===== src/rtl/core/bcp_pkg.sv =====
// ----------------------------------------------------------------------------
// bcp_pkg
// Shared constants, command codes and transaction types of the bootloader
// command parser.
// ----------------------------------------------------------------------------
package bcp_pkg;

    localparam int PAGE_BYTES = 4096;
    localparam int ADDR_W     = 32;
    localparam int PAGES_W    = 20;
    localparam int PAGE_W     = $clog2(PAGE_BYTES + 1);
    localparam int BOUND_W    = PAGES_W + PAGE_W;
    localparam int CMP_W      = (BOUND_W > ADDR_W) ? BOUND_W : ADDR_W;
    localparam int SLOTS      = 3;
    localparam int CNT_W      = $clog2(SLOTS + 1);

    localparam logic [7:0] BYTE_SET_BASE  = 8'h19;
    localparam logic [7:0] BYTE_PACKET    = 8'h29;
    localparam logic [7:0] BYTE_ERASE     = 8'h39;
    localparam logic [7:0] BYTE_RESET     = 8'h58;
    localparam logic [7:0] BYTE_JUMP      = 8'h59;

    localparam logic [2:0] CMD_ERASE = 3'd0;
    localparam logic [2:0] CMD_WRITE = 3'd1;
    localparam logic [2:0] CMD_DONE  = 3'd2;
    localparam logic [2:0] CMD_RESET = 3'd3;
    localparam logic [2:0] CMD_JUMP  = 3'd4;

    typedef struct packed {
        logic [7:0] rx_byte;
        logic       flash_ready;
    } t_in;

    typedef struct packed {
        logic [2:0]        command;
        logic [ADDR_W-1:0] target_address;
        logic [7:0]        write_data;
        logic              last_of_run;
    } t_out;

    typedef struct packed {
        logic [2:0]        command;
        logic [ADDR_W-1:0] target_address;
        logic [7:0]        write_data;
    } t_cmd;

    typedef struct packed {
        logic [CNT_W-1:0]   count;
        t_cmd [SLOTS-1:0]   slot;
    } t_bundle;

    typedef struct packed {
        logic [CNT_W-1:0] count;
        logic             can_load;
    } t_seq_status;

endpackage


===== src/rtl/core/bcp_parser.sv =====
// ----------------------------------------------------------------------------
// bcp_parser
// Parse state registers and the single-pass decode that turns one received
// byte into a bundle of up to three commands.
// ----------------------------------------------------------------------------
module bcp_parser (
    input  logic            i_clk,
    input  logic            i_rst_n,
    input  logic            i_accept,
    input  bcp_pkg::t_in    i_in,
    output bcp_pkg::t_bundle o_bundle
);
    import bcp_pkg::*;

    localparam logic [2:0] PH_IDLE       = 3'd0;
    localparam logic [2:0] PH_BASE_ADDR  = 3'd1;
    localparam logic [2:0] PH_SIZE_SKIP  = 3'd2;
    localparam logic [2:0] PH_LENGTH     = 3'd3;
    localparam logic [2:0] PH_DATA       = 3'd4;
    localparam logic [2:0] PH_ERASE_ADDR = 3'd5;

    logic [2:0]         r_phase,  n_phase;
    logic [1:0]         r_fcount, n_fcount;
    logic [ADDR_W-1:0]  r_shift,  n_shift;
    logic [ADDR_W-1:0]  r_base,   n_base;
    logic [ADDR_W-1:0]  r_offset, n_offset;
    logic [PAGES_W-1:0] r_pages,  n_pages;
    logic [7:0]         r_remain, n_remain;

    logic [BOUND_W-1:0] w_boundary;
    logic               w_hit;
    logic [7:0]         w_remain_dec;
    logic               w_erase, w_write, w_done;
    t_cmd               w_erase_cmd, w_write_cmd, w_done_cmd;
    t_bundle            w_bundle;

    assign w_boundary   = BOUND_W'(PAGE_BYTES) * BOUND_W'(r_pages);
    assign w_hit        = (CMP_W'(r_offset) == CMP_W'(w_boundary));
    assign w_remain_dec = r_remain - 8'd1;

    always_comb begin
        n_phase  = r_phase;
        n_fcount = r_fcount;
        n_shift  = r_shift;
        n_base   = r_base;
        n_offset = r_offset;
        n_pages  = r_pages;
        n_remain = r_remain;
        w_erase  = 1'b0;
        w_write  = 1'b0;
        w_done   = 1'b0;
        w_erase_cmd = '{command: CMD_ERASE,
                        target_address: r_base + ADDR_W'(w_boundary), write_data: 8'd0};
        w_write_cmd = '{command: CMD_WRITE,
                        target_address: r_base + r_offset, write_data: i_in.rx_byte};
        w_done_cmd  = '{command: CMD_DONE, target_address: '0, write_data: 8'd0};
        w_bundle = '0;

        case (r_phase)
            PH_IDLE: begin
                n_fcount = 2'd0;
                case (i_in.rx_byte)
                    BYTE_SET_BASE: n_phase = PH_BASE_ADDR;
                    BYTE_PACKET:   n_phase = PH_LENGTH;
                    BYTE_ERASE:    n_phase = PH_ERASE_ADDR;
                    BYTE_RESET: begin
                        w_bundle.count = CNT_W'(1);
                        w_bundle.slot[0].command = CMD_RESET;
                    end
                    BYTE_JUMP: begin
                        w_bundle.count = CNT_W'(1);
                        w_bundle.slot[0].command = CMD_JUMP;
                    end
                    default: ;
                endcase
            end
            PH_BASE_ADDR, PH_ERASE_ADDR: begin
                n_shift  = {r_shift[ADDR_W-9:0], i_in.rx_byte};
                n_fcount = r_fcount + 2'd1;
                if (r_fcount == 2'd3) begin
                    n_fcount = 2'd0;
                    n_base   = n_shift;
                    if (r_phase == PH_ERASE_ADDR) begin
                        n_phase = PH_IDLE;
                        w_bundle.count = CNT_W'(1);
                        w_bundle.slot[0] = '{command: CMD_ERASE, target_address: n_shift,
                                             write_data: 8'd0};
                    end else begin
                        n_phase = PH_SIZE_SKIP;
                    end
                end
            end
            PH_SIZE_SKIP: begin
                n_fcount = r_fcount + 2'd1;
                if (r_fcount == 2'd3) begin
                    n_fcount = 2'd0;
                    n_phase  = PH_IDLE;
                end
            end
            PH_LENGTH: begin
                n_remain = i_in.rx_byte;
                if (i_in.rx_byte == 8'd0) begin
                    n_phase = PH_IDLE;
                    w_bundle.count = CNT_W'(1);
                    w_bundle.slot[0] = w_done_cmd;
                end else begin
                    n_phase = PH_DATA;
                end
            end
            PH_DATA: begin
                w_erase  = w_hit;
                w_write  = i_in.flash_ready;
                w_done   = (w_remain_dec == 8'd0);
                if (w_hit) begin
                    n_pages = r_pages + PAGES_W'(1);
                end
                n_offset = r_offset + ADDR_W'(1);
                n_remain = w_remain_dec;
                if (w_done) begin
                    n_phase = PH_IDLE;
                end
                w_bundle.count = CNT_W'(w_erase) + CNT_W'(w_write) + CNT_W'(w_done);
                w_bundle.slot[0] = w_erase ? w_erase_cmd : (w_write ? w_write_cmd : w_done_cmd);
                w_bundle.slot[1] = (w_erase && w_write) ? w_write_cmd : w_done_cmd;
                w_bundle.slot[2] = w_done_cmd;
            end
            default: begin
                n_phase  = PH_IDLE;
                n_fcount = 2'd0;
            end
        endcase
    end

    always_ff @(posedge i_clk) begin
        if (!i_rst_n) begin
            r_phase  <= PH_IDLE;
            r_fcount <= 2'd0;
            r_shift  <= '0;
            r_base   <= '0;
            r_offset <= '0;
            r_pages  <= '0;
            r_remain <= 8'd0;
        end else if (i_accept) begin
            r_phase  <= n_phase;
            r_fcount <= n_fcount;
            r_shift  <= n_shift;
            r_base   <= n_base;
            r_offset <= n_offset;
            r_pages  <= n_pages;
            r_remain <= n_remain;
        end
    end

    assign o_bundle = w_bundle;

endmodule


===== src/rtl/core/bcp_out_seq.sv =====
// ----------------------------------------------------------------------------
// bcp_out_seq
// Result register holding one command bundle and handing its commands out
// one transaction at a time.
// ----------------------------------------------------------------------------
module bcp_out_seq (
    input  logic                i_clk,
    input  logic                i_rst_n,
    input  logic                i_accept,
    input  bcp_pkg::t_bundle    i_bundle,
    input  logic                i_out_ready,
    output logic                o_out_valid,
    output bcp_pkg::t_out       o_out,
    output bcp_pkg::t_seq_status o_status
);
    import bcp_pkg::*;

    logic [CNT_W-1:0] r_cnt, n_cnt;
    t_cmd [SLOTS-1:0] r_slot, n_slot;
    logic             w_pop;

    assign w_pop = (r_cnt != '0) && i_out_ready;

    always_comb begin
        n_cnt  = r_cnt;
        n_slot = r_slot;
        if (i_accept && (i_bundle.count != '0)) begin
            n_cnt  = i_bundle.count;
            n_slot = i_bundle.slot;
        end else if (w_pop) begin
            n_cnt  = r_cnt - CNT_W'(1);
            for (int k = 0; k < SLOTS - 1; k++) begin
                n_slot[k] = r_slot[k + 1];
            end
        end
    end

    always_ff @(posedge i_clk) begin
        if (!i_rst_n) begin
            r_cnt <= '0;
        end else begin
            r_cnt <= n_cnt;
        end
    end

    always_ff @(posedge i_clk) begin
        r_slot <= n_slot;
    end

    assign o_out_valid          = (r_cnt != '0);
    assign o_out.command        = r_slot[0].command;
    assign o_out.target_address = r_slot[0].target_address;
    assign o_out.write_data     = r_slot[0].write_data;
    assign o_out.last_of_run    = (r_cnt == CNT_W'(1));

    assign o_status.count    = r_cnt;
    assign o_status.can_load = (r_cnt == '0) || ((r_cnt == CNT_W'(1)) && i_out_ready);

endmodule


===== src/rtl/core/bootloader_command_parser.sv =====
// ----------------------------------------------------------------------------
// bootloader_command_parser
// Parses the bootloader byte stream into erase, write, packet-done, reset
// and jump commands.
// ----------------------------------------------------------------------------
// The first command of a byte is registered and appears in the next cycle.
// Throughput: one byte per cycle while each byte yields at most one command and
// the output is ready; a byte with more commands holds the input while the
// single result register drains one command per cycle with the output ready.
// Reset: synchronous; the parser returns to idle and all counters clear.
// ----------------------------------------------------------------------------
module bootloader_command_parser (
    input  logic           i_clk,
    input  logic           i_rst_n,
    input  logic           i_in_valid,
    output logic           o_in_ready,
    input  bcp_pkg::t_in   i_in,
    output logic           o_out_valid,
    input  logic           i_out_ready,
    output bcp_pkg::t_out  o_out
);
    import bcp_pkg::*;

    logic        w_accept;
    t_bundle     w_bundle;
    t_seq_status w_status;

    assign o_in_ready = w_status.can_load;
    assign w_accept   = i_in_valid && w_status.can_load;

    bcp_parser u_parser (
        .i_clk    (i_clk),
        .i_rst_n  (i_rst_n),
        .i_accept (w_accept),
        .i_in     (i_in),
        .o_bundle (w_bundle)
    );

    bcp_out_seq u_out_seq (
        .i_clk       (i_clk),
        .i_rst_n     (i_rst_n),
        .i_accept    (w_accept),
        .i_bundle    (w_bundle),
        .i_out_ready (i_out_ready),
        .o_out_valid (o_out_valid),
        .o_out       (o_out),
        .o_status    (w_status)
    );

    a_no_accept_while_backlog: assert property (@(posedge i_clk) disable iff (!i_rst_n)
        (w_status.count > CNT_W'(1)) |-> !o_in_ready)
        else $error("input taken while several commands are pending");

    a_command_range: assert property (@(posedge i_clk) disable iff (!i_rst_n)
        o_out_valid |-> (o_out.command <= CMD_JUMP))
        else $error("command code out of range");

    a_data_only_on_write: assert property (@(posedge i_clk) disable iff (!i_rst_n)
        (o_out_valid && (o_out.command != CMD_WRITE)) |-> (o_out.write_data == 8'd0))
        else $error("write data on a non-write command");

    a_idle_after_reset: assert property (@(posedge i_clk)
        !i_rst_n |=> !o_out_valid)
        else $error("output valid right after reset");

endmodule


===== config.mk =====
export PLATFORM = sky130hd
export DESIGN_NAME = bootloader_command_parser
export DESIGN_NICKNAME = d
export VERILOG_FILES = /design/src/rtl/core/bcp_pkg.sv /design/src/rtl/core/bcp_parser.sv /design/src/rtl/core/bcp_out_seq.sv /design/src/rtl/core/bootloader_command_parser.sv
export SDC_FILE = /design/constraint.sdc
export NUM_CORES = 1
export LEC_CHECK = 0
export ABC_AREA = 1
export BUFFER_PORTS_ARGS = -buffer_cell sky130_fd_sc_hd__buf_4
export CORE_ASPECT_RATIO = 1.1
export CORE_MARGIN = 2
export CORE_UTILIZATION = 37
export DETAILED_ROUTE_END_ITERATION = 16
export GPL_ROUTABILITY_DRIVEN = 0
export HOLD_SLACK_MARGIN = 0.05
export PLACE_DENSITY = 0.6
export SKIP_LAST_GASP = 1
export SYNTH_ARGS = -nofsm -noshare
export SYNTH_HDL_FRONTEND = slang
export SYNTH_SLANG_ARGS = --single-unit

===== constraint.sdc =====
create_clock -name i_clk -period 8 [get_ports i_clk]
set_input_delay 0.4 -clock i_clk [delete_from_list [all_inputs] [get_ports i_clk]]
set_output_delay 0.4 -clock i_clk [all_outputs]
set_load 0.1 [all_outputs]

# Word level (Yosys, flattened, before mapping)
# Index checks and enable logic that the tools add are counted.
[totals]
regBits = 252
in_bits = 13
output_inout_bits = 46
elab_cells = 98
[op_classes]
n_addsub = 9
eq_ne = 17
muxes = 29
bitwise_logic = 1
reduce_logical = 25
[op_table]
columns = ["op", "n"]
rows = [
  ["86-bit 2-to-1 mux", 2],
  ["42-bit 2-to-1 mux", 3],
  ["40-bit case mux with 3 select lines", 1],
  ["43-bit 2-to-1 mux", 2],
  ["85-bit 2-to-1 mux", 1],
  ["32-bit adder", 2],
  ["40-bit 2-to-1 mux", 1],
  ["32-bit by 1-bit adder with 32-bit output, second input constant", 1],
  ["32-bit == test", 1],
  ["20-bit by 1-bit adder with 20-bit output, second input constant", 1],
  ["8-bit by 6-bit == test with 1-bit output, second input constant", 2],
  ["8-bit by 7-bit == test with 1-bit output, second input constant", 2],
  ["8-bit logical NOT", 2],
  ["8-bit case mux with 2 select lines", 1],
  ["3-bit case mux with 5 select lines", 1],
  ["3-bit 2-to-1 mux", 4],
  ["3-bit case mux with 4 select lines", 1],
  ["2-bit 2-to-1 mux", 5],
  ["3-bit case mux with 3 select lines", 1],
  ["8-bit by 5-bit == test with 1-bit output, second input constant", 1],
  ["2-bit case mux with 4 select lines", 1],
  ["2-bit AND reduction", 4],
  ["2-bit nonzero test", 4],
  ["8-bit by 1-bit subtractor with 8-bit output, second input constant", 1],
  ["23 further kinds", 36],
]

# Depth between registers and ports, before layout
[depth]
depth_word = 7
ltp_mapped = 17
mapped_depth_nobuf = 17

# Modules after synthesis
# Synthesis repeated with hierarchy kept, for this count alone.
[unflattened]
cells_unflattened = 2321
area_unflattened_um2 = 16403.2
[by_module_without_submodules]
columns = ["module", "n_inst", "cells_each", "area_each_um2", "seq_area_each_um2"]
rows = [
  ["bcp_parser", 1, 1838, 10837.9, 2422.3],
  ["bcp_out_seq", 1, 481, 5557.8, 3913.8],
  ["bootloader_command_parser", 1, 2, 7.5, 0.0],
]

# Worst setup path before layout
# OpenSTA, ideal clock, no wires.
[synth_path]
path_type = "reg-to-reg"
start = "register u_parser.r_remain[0]"
end = "register u_out_seq.r_cnt[1]"
setup_ps = 132
arrival_ps = 4407
t_required_ps = 7868
path_slack_ps = 3462
stages_incl_launch_ff = 16
n_path_buf = 1
path_cell_list = "dfxtp_1 > inv_1 > ha_1 > xnor2_1 > nand2_1 > nor3_1 > nand3_1 > fa_1 > nor2_1 > nor2_1 > nand4_1 > nand2_1 > buf_2 > nand2_1 > o21ai_0 > nor2_1"
[synth_via]
elab_chain_cells = 7
elab_cells_between_ends = 8
cone_classes = "add/sub (2); mux (2); reduce/logical (4)"
[synth_lines]
columns = ["item", "line_no", "source"]
rows = [
  ["from (decl)", "bcp_parser.sv:28", "logic [7:0] r_remain, n_remain;"],
  ["from (signal assigned)", "bcp_parser.sv:150", "r_remain <= n_remain;"],
  ["8-bit by 1-bit subtractor with 8-bit output (*)", "bcp_parser.sv:39", "assign w_remain_dec = r_remain - 8'd1;"],
  ["8-bit logical NOT (*)", "bcp_parser.sv:113", "w_done = (w_remain_dec == 8'd0);"],
  ["2-bit by 1-bit adder with 2-bit output (*)", "bcp_parser.sv:122", "w_bundle.count = CNT_W'(w_erase) + CNT_W'(w_write) + CNT_W'(w_done);"],
  ["2-bit case mux with 4 select lines (*)", "bcp_parser.sv:59", "case (r_phase)"],
  ["2-bit nonzero test", "bcp_out_seq.sv:27", "if (i_accept && (i_bundle.count != '0)) begin"],
  ["1-bit logical AND", "bcp_out_seq.sv:27", ""],
  ["2-bit 2-to-1 mux / 2-bit nonzero test (equally long branches)", "-", ""],
  ["to (signal assigned)", "bcp_out_seq.sv:42", "r_cnt <= n_cnt;"],
  ["to (decl)", "bcp_out_seq.sv:18", "logic [CNT_W-1:0] r_cnt, n_cnt;"],
]
# Mark *: on every way between the ends. The rest lies on a longest branch, timed or not.
# A chain may end at the register's enable or synchronous reset.

==> flow_summary.ini <==
[sta]
hold-worst-slack_ps = 149
post-route-period-util_pct = 53.8
timing.final.max_slew_violations = 0
worst_slack_ps = 3690
rsz0062_at_grt = no
finalSetupViolations = 0
fin_crit_ps = 4310
tightestPinTransition_ps = 1150
timing.max_slew.rel_slack_pct = 23.4
final-hold-violation-count = 0
fin_worst_skew_ps = 11.8
timing.fmax_mhz = 232
finalSetupTns_ps = 0

[global_route]
number_of_global_route_vias_before_repair = 12200
globalRoute.totalOverflow = 0
grt_pass1_wl_mm = 69.5
global_route.usage.total_pct = 22.6
grt_max_degree = 88
grt_antenna_before_repair = 1

[synthesis]
top_count_cell_post_synth = nand2_1
synth.mux.area_fraction_pct = 0
mappedNetlistArea_um2 = 13900
synth-async-reset-ratio_pct = 0
synthFlopType = dfxtp_1
synth_compound_area_share_pct = 13.0
synth_simple_gate_area_share_pct = 30.8
synth_cells = 2004
proportion_of_synthesized_chip_area_in_sequential_cells_pct = 36.2
number_of_enable_flip_flop_cells_after_synthesis = 86
post_synth_xor_area_fraction_pct = 3.14
syn_area_per_cell_um2 = 6.95
ys.warnings.count = 0
combinational_family_with_the_most_area_after_synthesis = simple AND/OR/NAND/NOR gates
synth_top_cells_by_area = edfxtp_1 (19%), dfxtp_1 (18%), nand2_1 (15%)
synth_top_area_share_pct = 18.5
synthTopCellsByCount = nand2_1 (557), inv_1 (246), nor2_1 (207)
synth_cell_type_count = 53
mappedNetlistNets = 2078
postSynthRegisterBits = 209
synthDominantAreaCellType = edfxtp_1
synth_adder_area_share_pct = 5.64

[clocking]
cts.hold.buffers_added = 0
clock_path_buffers = 3
numCtsBuffers = 24
post_cts_buffers = 0
worstSkewPairLatency_ps = 540
clk_transition_reported_paths_ps = 60
tritoncts = done
cts.repair.resized = 0
clockRootBuffer = clkbuf_16
clock_sinks = 209
h_tree_depth_reported_by_cts = 1

[worst_setup_path]
critPathSlowestCell = inv_1
start_kind = flip-flop
worst-endpoint-required_ps = 8270
critPathCaptureType = flip-flop
path_common_cell = nand2_1
crit-reg2reg-launch = u_parser.r_pages[1]$_SDFFE_PN0P_
worst-endpoint-arrival_ps = 4580
worstSetupPathType = reg -> reg
timing.critical_path.buf_inv = 3
timing.critical_path.fanout_max = 58
max_stage_delay_ps = 690
rr_worst_depth = 16
crit_path_cell_trace = inv_1 > nand2_1 > nand2_1 > nor2_1 > nand2_1 > nor2_2 > nand3_4 > fa_1 > nor2_1 > nor2_1 > nand4_1 > nand2_2 > buf_4 > inv_1 > o21ai_1 > nand2_1
regToRegEndpoint = u_out_seq.o_out[33]$_DFFE_PP_
delay_heaviest_family_cp = buffers and inverters
worst-r2r-setup-slack_ps = 3690

[placement]
post-dp-hpwl_mm = 34.5
dp_slack_ps = 3730
placement.io_buffers = 58

[pwr]
p_int_uw = 2200
vdd.ir_drop.worst_mv = 0.268
power-per-cell-area_nw_per_um2 = 240
p_switching_uw = 1460
share_clk_of_total_power_pct = 29.7
seqPwrFrac_pct = 38.5
leakage_uw = 0.00654
power.combinational.fraction_pct = 31.8
netSwitchingFraction_pct = 40.0

[routing]
detail_route.drc_violations = 0
wl_per_instance_um = 17.9
detailroute.via_count = 13100
drtPass1Iterations = 7
drt_wl_total_mm = 45.0
drt-vias-per-instance = 5.24
drtIter0Drc = 1232
drt.antenna.violating_nets = 0

[flow_run]
max_cap_viol_count = 0

[worst_hold_path]
holdPathEnd = u_parser.r_remain[2]$_SDFFE_PN0P_
hold_depth = 3
worst_hold_path_type = in -> reg
hold_path_startpoint = i_in[3]

[final_layout]
fill_cells = 3861
layout.nets = 2072
final_layout_size_suffix_gt1_share_pct = 8.09
area_delta_synth_final_pct = 9.41
antenna-diode-count = 0

[die]
initial_core_util_pct = 37.5
floorplan.core_area_um2 = 37100
height_of_the_die_um = 207
design.die.area_um2 = 39200
chipWidth_um = 189
core.rowCount = 74
top_level_ports = 59

[run_status]
status = completed
## flip-flops by register name, indices dropped and copies added, names as in the netlist
signal / cells
u_parser.r_pages: 20
u_out_seq.r_cnt: 2
u_parser.r_phase: 3
u_out_seq.r_slot: 43
u_out_seq.o_out: 43
u_parser.r_shift: 24
u_parser.r_fcount: 2
u_parser.r_base: 32
u_parser.r_remain: 8
u_parser.r_offset: 32
## cell families (layout without fill, tap and decap cells)
logic type,count (synthesis),in the layout
compound gates,317,317
xor+xnor,50,50
buf+inv,357,368
flops,209,209
fa+ha+maj,61,61
simple gates,1010,1010
## metrics by stage
step | power (uW) | utilization (%) | instances | instance area, um2
2_1_floorplan | 2420 | - | 2004 | 13900
3_3_place_gp | 2590 | 39.0 | 2466 | 14500
3_5_place_dp | 2590 | 39.0 | 2466 | 14500
4_1_cts | 3680 | 41.0 | 2509 | 15200
5_1_grt | 3800 | 41.0 | 2509 | 15200
6_report | 3660 | 41.0 | 2509 | 15200
## worst reg2reg max path: stages (launching register included)
cell and delay, ps:
dfxtp_1 520, inv_1 260, nand2_1 110, nand2_1 100, nor2_1 120, nand2_1 100
nor2_2 130, nand3_4 170, fa_1 530, nor2_1 40, nor2_1 140, nand4_1 140
nand2_2 80, buf_4 500, inv_1 710, o21ai_1 300, nand2_1 100
## final cells by class
type / instances / area, um2 / area share (%)
well taps: 494 / 618 / 4.06
repair buffers: 64 / 480 / 3.15
flip-flops and latches: 209 / 5040 / 33.1
multi-input cells: 1438 / 7340 / 48.2
clock inverters: 3 / 51.3 / 0.337
clock buffers: 40 / 721 / 4.73
inverters: 261 / 981 / 6.44
## power by group through the flow
| stage | Clock (uW) | Sequential (uW) | Combinational [uW] |
|---|---|---|---|
| after floorplan | 0 | 1420 | 1000 |
| after global placement | 0 | 1430 | 1160 |
| after detailed placement | 0 | 1430 | 1160 |
| after CTS | 1100 | 1410 | 1170 |
| after global routing | 1150 | 1420 | 1230 |
| final | 1090 | 1410 | 1160 |
## cell usage in the layout (no fill, tap or decap), types with 40 or more instances in the layout
| cell | n |
|---|---|
| a21oi_1 | 134 |
| buf_4 | 64 |
| nand2_1 | 555 |
| edfxtp_1 | 86 |
| inv_1 | 245 |
| ha_1 | 58 |
| nor2_1 | 206 |
| o21ai_0 | 91 |
| nand3_1 | 113 |
| dfxtp_1 | 123 |
| nor3_1 | 40 |
## how the worst max path moves through the flow
stage	slack [ps]	depth (start not counted)	endpoint	start
floorplan	3460	15	u_out_seq.r_cnt[1]$_SDFFE_PN0P_	u_parser.r_remain[0]$_SDFFE_PN0P_
detailed placement	3730	16	u_out_seq.r_cnt[1]$_SDFFE_PN0P_	u_parser.r_pages[1]$_SDFFE_PN0P_
CTS	3700	16	u_out_seq.r_cnt[1]$_SDFFE_PN0P_	u_parser.r_pages[1]$_SDFFE_PN0P_
global placement	3740	16	u_out_seq.r_cnt[1]$_SDFFE_PN0P_	u_parser.r_pages[1]$_SDFFE_PN0P_
global route	3320	16	u_out_seq.r_cnt[1]$_SDFFE_PN0P_	u_parser.r_pages[1]$_SDFFE_PN0P_
finish	3690	16	u_out_seq.o_out[33]$_DFFE_PP_	u_parser.r_pages[1]$_SDFFE_PN0P_
## layer usage
metal  vias to the layer above  GRT usage, %  wire (um)
met5                         -             0         13
met4                         2          10.6       2230
met3                       110          2.99       3200
met2                       520          37.0      20400
met1                      6007          29.4      19100
li1                       6507             -          -
No activity file was read; power rests on OpenSTA's default activity.
